===== src/rtl/ppfc_pkg.sv =====
`timescale 1ns / 1ps
// Shared types and constants for the palette pixel format converter.
// No dependencies.
package ppfc_pkg;

	localparam int PALETTE_DEPTH = 256;
	localparam int PAL_AW        = $clog2(PALETTE_DEPTH);
	localparam int IDX_W         = 8;
	localparam int COLOUR_W      = 32;
	localparam int FMT_W         = 4;
	localparam int COUNT_W       = 3;

	// input item modes
	localparam logic MODE_LOAD    = 1'b0;
	localparam logic MODE_CONVERT = 1'b1;

	typedef enum logic [FMT_W-1:0] {
		FMT_X555     = 4'd0,
		FMT_1555     = 4'd1,
		FMT_565      = 4'd2,
		FMT_ARGB4444 = 4'd3,
		FMT_ABGR4444 = 4'd4,
		FMT_RGB24    = 4'd5,
		FMT_BGR24    = 4'd6,
		FMT_RGBA32   = 4'd7,
		FMT_BGRA32   = 4'd8,
		FMT_RGBX32   = 4'd9,
		FMT_BGRX32   = 4'd10
	} fmt_t;

	// Colour leaving the lookup stage towards the packer.
	typedef struct packed {
		logic                valid;
		logic [COLOUR_W-1:0] colour;
	} lut_item_t;

endpackage


===== src/rtl/ppfc_pack.sv =====
`timescale 1ns / 1ps
// Format packer and output register (stage 3).
// Depends on ppfc_pkg.
module ppfc_pack (
	input  logic                           clk,
	input  logic                           arst_n,
	input  ppfc_pkg::lut_item_t            item_s2,
	input  ppfc_pkg::fmt_t                 fmt,
	output logic                           s3_adv,
	output logic                           out_valid,
	input  logic                           out_stall,
	output logic [ppfc_pkg::COLOUR_W-1:0]  packed_pixel,
	output logic [ppfc_pkg::COUNT_W-1:0]   byte_count
);
	import ppfc_pkg::*;

	localparam logic [COUNT_W-1:0] BYTES2 = 3'd2;
	localparam logic [COUNT_W-1:0] BYTES3 = 3'd3;
	localparam logic [COUNT_W-1:0] BYTES4 = 3'd4;

	logic [7:0]          a, r, g, b;
	logic [COLOUR_W-1:0] pk;
	logic [COUNT_W-1:0]  cnt;
	logic                v3_s3;
	logic [COLOUR_W-1:0] pk_s3;
	logic [COUNT_W-1:0]  cnt_s3;

	assign {a, r, g, b} = item_s2.colour;

	always_comb begin
		pk  = '0;
		cnt = BYTES2;
		case (fmt)
			FMT_X555:     pk = {17'd0, r[7:3], g[7:3], b[7:3]};
			FMT_1555:     pk = {16'd0, a[7], r[7:3], g[7:3], b[7:3]};
			FMT_565:      pk = {16'd0, r[7:3], g[7:2], b[7:3]};
			FMT_ARGB4444: pk = {16'd0, a[7:4], r[7:4], g[7:4], b[7:4]};
			FMT_ABGR4444: pk = {16'd0, r[7:4], g[7:4], b[7:4], a[7:4]};
			FMT_RGB24: begin
				pk  = {8'd0, b, g, r};
				cnt = BYTES3;
			end
			FMT_BGR24: begin
				pk  = {8'd0, r, g, b};
				cnt = BYTES3;
			end
			FMT_RGBA32: begin
				pk  = {r, g, b, a};
				cnt = BYTES4;
			end
			FMT_BGRA32: begin
				pk  = {a, r, g, b};
				cnt = BYTES4;
			end
			FMT_RGBX32: begin
				pk  = {r, g, b, 8'hFF};
				cnt = BYTES4;
			end
			FMT_BGRX32: begin
				pk  = {8'hFF, r, g, b};
				cnt = BYTES4;
			end
			default: begin
				pk  = '0;
				cnt = BYTES4;
			end
		endcase
	end

	assign s3_adv = !v3_s3 || !out_stall;

	always_ff @(posedge clk or negedge arst_n) begin
		if (!arst_n) v3_s3 <= 1'b0;
		else if (s3_adv) v3_s3 <= item_s2.valid;
	end

	always_ff @(posedge clk) begin
		if (s3_adv && item_s2.valid) begin
			pk_s3  <= pk;
			cnt_s3 <= cnt;
		end
	end

	assign out_valid    = v3_s3;
	assign packed_pixel = pk_s3;
	assign byte_count   = cnt_s3;

	a_block_full: assert property (@(posedge clk) disable iff (!arst_n)
		!s3_adv |-> v3_s3) else $error("stage 3 blocked while empty");

	a_count_ok: assert property (@(posedge clk) disable iff (!arst_n)
		v3_s3 |-> (cnt_s3 == BYTES2 || cnt_s3 == BYTES3 || cnt_s3 == BYTES4))
		else $error("bad byte count");

	a_load_s3: assert property (@(posedge clk) disable iff (!arst_n)
		(s3_adv && item_s2.valid) |=> v3_s3) else $error("item lost at stage 3");

endmodule


===== config.mk =====
export PLATFORM = sky130hd
export DESIGN_NAME = ppfc_pack
export DESIGN_NICKNAME = d
export VERILOG_FILES = /design/src/rtl/ppfc_pkg.sv /design/src/rtl/ppfc_pack.sv
export SDC_FILE = /design/constraint.sdc
export NUM_CORES = 1
export LEC_CHECK = 0
export BUFFER_PORTS_ARGS = -buffer_cell sky130_fd_sc_hd__buf_2
export CAP_MARGIN = 20
export CORE_MARGIN = 8
export CORE_UTILIZATION = 52
export DETAILED_ROUTE_END_ITERATION = 8
export GPL_ROUTABILITY_DRIVEN = 0
export PLACE_DENSITY = 0.91
export SYNTH_ARGS = -nofsm -noshare
export SYNTH_HDL_FRONTEND = slang
export SYNTH_SLANG_ARGS = --single-unit

===== constraint.sdc =====
create_clock -name clk -period 2.3 [get_ports clk]
set_input_delay 0.345 -clock clk [delete_from_list [all_inputs] [get_ports clk]]
set_output_delay 0.345 -clock clk [all_outputs]
set_load 0.01 [all_outputs]

==> flow_summary_export.csv <==
group,metric,value,unit
run_status,status,"completed",
cts,cts_buffers,5,
place,dp_hpwl,5683,um
grt,grt_pass1_wl,12460,um
detailed_routing,wl_per_cell,19.38,um
setup_path,required,2.44,ns
floorplanning,fp.coreArea,4977,sq um
setup_path,crit_arrival,1.95,ns
floorplanning,start_util,52.64,%
synthesis,yosysTopAreaCell,"edfxtp_1",
setup_path,critPathKind,"in -> reg",
setup_path,slowest_delay,0.74,ns
floorplanning,dieArea,7566,sq um
timing,worst_slew_pin_slew,0.9183,ns
cts,h-tree-depth,2,
grt,gr-total-overflow,0,
floorplanning,io_pins,77,
power,p_clk_share,25.7,%
synthesis,synthTopCellsByArea,"edfxtp_1, a21oi_1, nor2b_1",
cts,clk_pin_slew,0.07,ns
detailed_routing,wl,7947,um
synthesis,ys_types,50,
final_layout,drive_gt1_share,29.12,%
timing,slew_headroom,38.78,%
synthesis,synth_top_area_share,40.11,%
power,power.switching,0.4838,mW
setup_path,crit_fanout,26,
grt,grt_pass1_vias,2513,
grt,grt_max_degree,36,
synthesis,netlist_area,2620,sq um
setup_path,critPathCaptureType,"register",
synthesis,syn_area_per_cell,9.704,sq um
timing,hold_viol_final,0,
detailed_routing,routed-via-count,2663,
detailed_routing,viasPerCell,6.495,
power,power_density,528.8,nW/um^2
synthesis,syn_nets,310,
place,port-buffer-count,76,
synthesis,syn-instance-count,270,
timing,rsz0062_at_grt,"false",
timing,finClkSkew,0.009924,ns
timing,period_minus_slack,1.807,ns
synthesis,yosys_warnings,0,
final_layout,final_nets,380,
job,maxCapViolCount,0,
power,seqPwrFrac,48.1,%
synthesis,yosys_register_bits,36,
detailed_routing,firstDrtPassIters,6,
timing,slew_violations,0,
power,comb_power_share,26.2,%
synthesis,async_flop_share,2.778,%
timing,period_share,78.56,%
final_layout,area_growth_syn_to_layout,18.53,%
setup_path,cp-start-kind,"primary input",
cts,cts-root-to-sink-buffers,2,
cts,ctsResizeCount,0,
grt,grt_usage,20.96,%
floorplanning,num_rows,26,
cts,clock_sinks,36,
cts,cts_tree,"built",
synthesis,yosysSeqAreaShare,41.07,%
timing,setup_ws,0.4932,ns
detailed_routing,ant_nets,0,
setup_path,cpMaxStageDelayCell,"o22ai_1",
timing,setup_tns,0,ns
detailed_routing,first_iter_violations,545,
cts,root_buffer,"clkbuf_8",
grt,antenna_found_initial,0,
timing,clock.fmax,0.5535,GHz
final_layout,utilization,62.39,%
final_layout,final_common_cell,"buf_2",
floorplanning,die_h,86.98,um
timing,setup_viol,0,
place,pre_cts_slack,0.3334,ns
floorplanning,die_w,86.98,um
final_layout,n_fill_cell,460,
synthesis,ys.flop_type,"edfxtp_1",
power,switching_share,29.46,%
worst_hold_path,hp-class,"in -> reg",
cts,clock_latency,0.29,ns
final_layout,final_cell_mix,"buf_2, edfxtp_1, a21oi_1",
power,p_int,1.158,mW
power,peakVddDrop,0.0002260,V
detailed_routing,drt_drc_violations_left,0,
synthesis,synth-edff-count,35,
setup_path,path_cells,"buf_2 > nand2b_1 > o22ai_1 > a221oi_1 > o21ai_1",
final_layout,antennaDiodeCount,0,
power,total_leakage_power,1.291,nW
what timing repair did:
| item | 4_1_cts | 5_1_grt |
|---|---|---|
| setup endpoints to repair | 0 | 0 |
| endpoints found under the hold margin | 1 | 0 |
| hold buffers | 1 | 0 |
| setup buffers | 0 | 0 |
per-layer routing:
metal	share of wire, %	GRT usage [%]
met2	48	34.91
met4	3.7	11.11
met1	37	24.80
met3	12	4.151
met5	0	0
flip-flops by register name (all words and copies together) (netlist names):
register	count
packed_pixel	32
byte_count	3
out_valid	1
cell usage after synthesis (all sizes together) (5+ instances only):
cell type / n
and3: 17
a221o: 10
nor2b: 24
edfxtp: 35
a211o: 5
a21oi: 30
buf: 19
o21ai: 21
clkbuf: 6
o22ai: 5
a31oi: 6
nand3: 9
mux2i: 6
nand2b: 9
nand2: 7
nor2: 7
metrics by stage:
step | total power, mW | instance area [sq um] | hold slack [ns] | cells
floorplan | 1.067 | 2620 | 0.04941 | 270
finish | 1.642 | 3105 | 0.2692 | 410
global route | 1.706 | 3105 | 0.2794 | 410
global placement | 1.212 | 3018 | 0.1206 | 402
detailed placement | 1.223 | 3018 | 0.1202 | 402
CTS | 1.638 | 3105 | 0.2735 | 410
worst max-delay path, delay by kind of cell:
family	cells	cell delay, ns
buffers and inverters	1	0.37
AOI/OAI and AO/OA	3	1.05
and+or+nand+nor	1	0.18
worst paths after layout:
kind	from	slack (ns)	end	depth (start not counted)
max	fmt[3]	0.49	packed_pixel[9]	5
min	item_s2[32]	0.27	out_valid	2
max reg2reg	out_valid	0.97	packed_pixel[19]	3
min reg2reg	out_valid	0.53	out_valid	2
max in group asynchronous	arst_n	1.85	out_valid	2
min in group asynchronous	arst_n	0.37	out_valid	2
cell type report:
class | instances | area [sq um] | share of cell area [%]
repair buffers | 88 | 473.0 | 15.23
clock inverters | 1 | 5.005 | 0.1612
flip-flops and latches | 36 | 1076 | 34.65
well taps | 70 | 87.58 | 2.820
clock buffers | 6 | 72.57 | 2.337
multi-input cells | 206 | 1380 | 44.44
inverters | 3 | 11.26 | 0.3626
kinds of logic (layout without fill, tap and decap cells):
kind of cell / Yosys count / after routing / share of synthesized area, %
xor gates and xnor gates: 2 / 2 / 0.6687
buffers and inverters: 28 / 98 / 6.256
muxes: 10 / 10 / 4.011
and+or+nand+nor: 86 / 86 / 19.20
DFF: 36 / 36 / 41.07
AOI/OAI and AO/OA: 108 / 108 / 28.80
power groups by stage:
stage          Combinational [mW]  Clock [mW]  Sequential, mW
3_3_place_gp                0.408           0           0.803
5_1_grt                     0.462       0.450           0.794
2_1_floorplan               0.235           0           0.832
3_5_place_dp                0.420           0           0.804
6_report                    0.431       0.422           0.789
4_1_cts                     0.422       0.426           0.790
(Power assumes the default switching activity.)
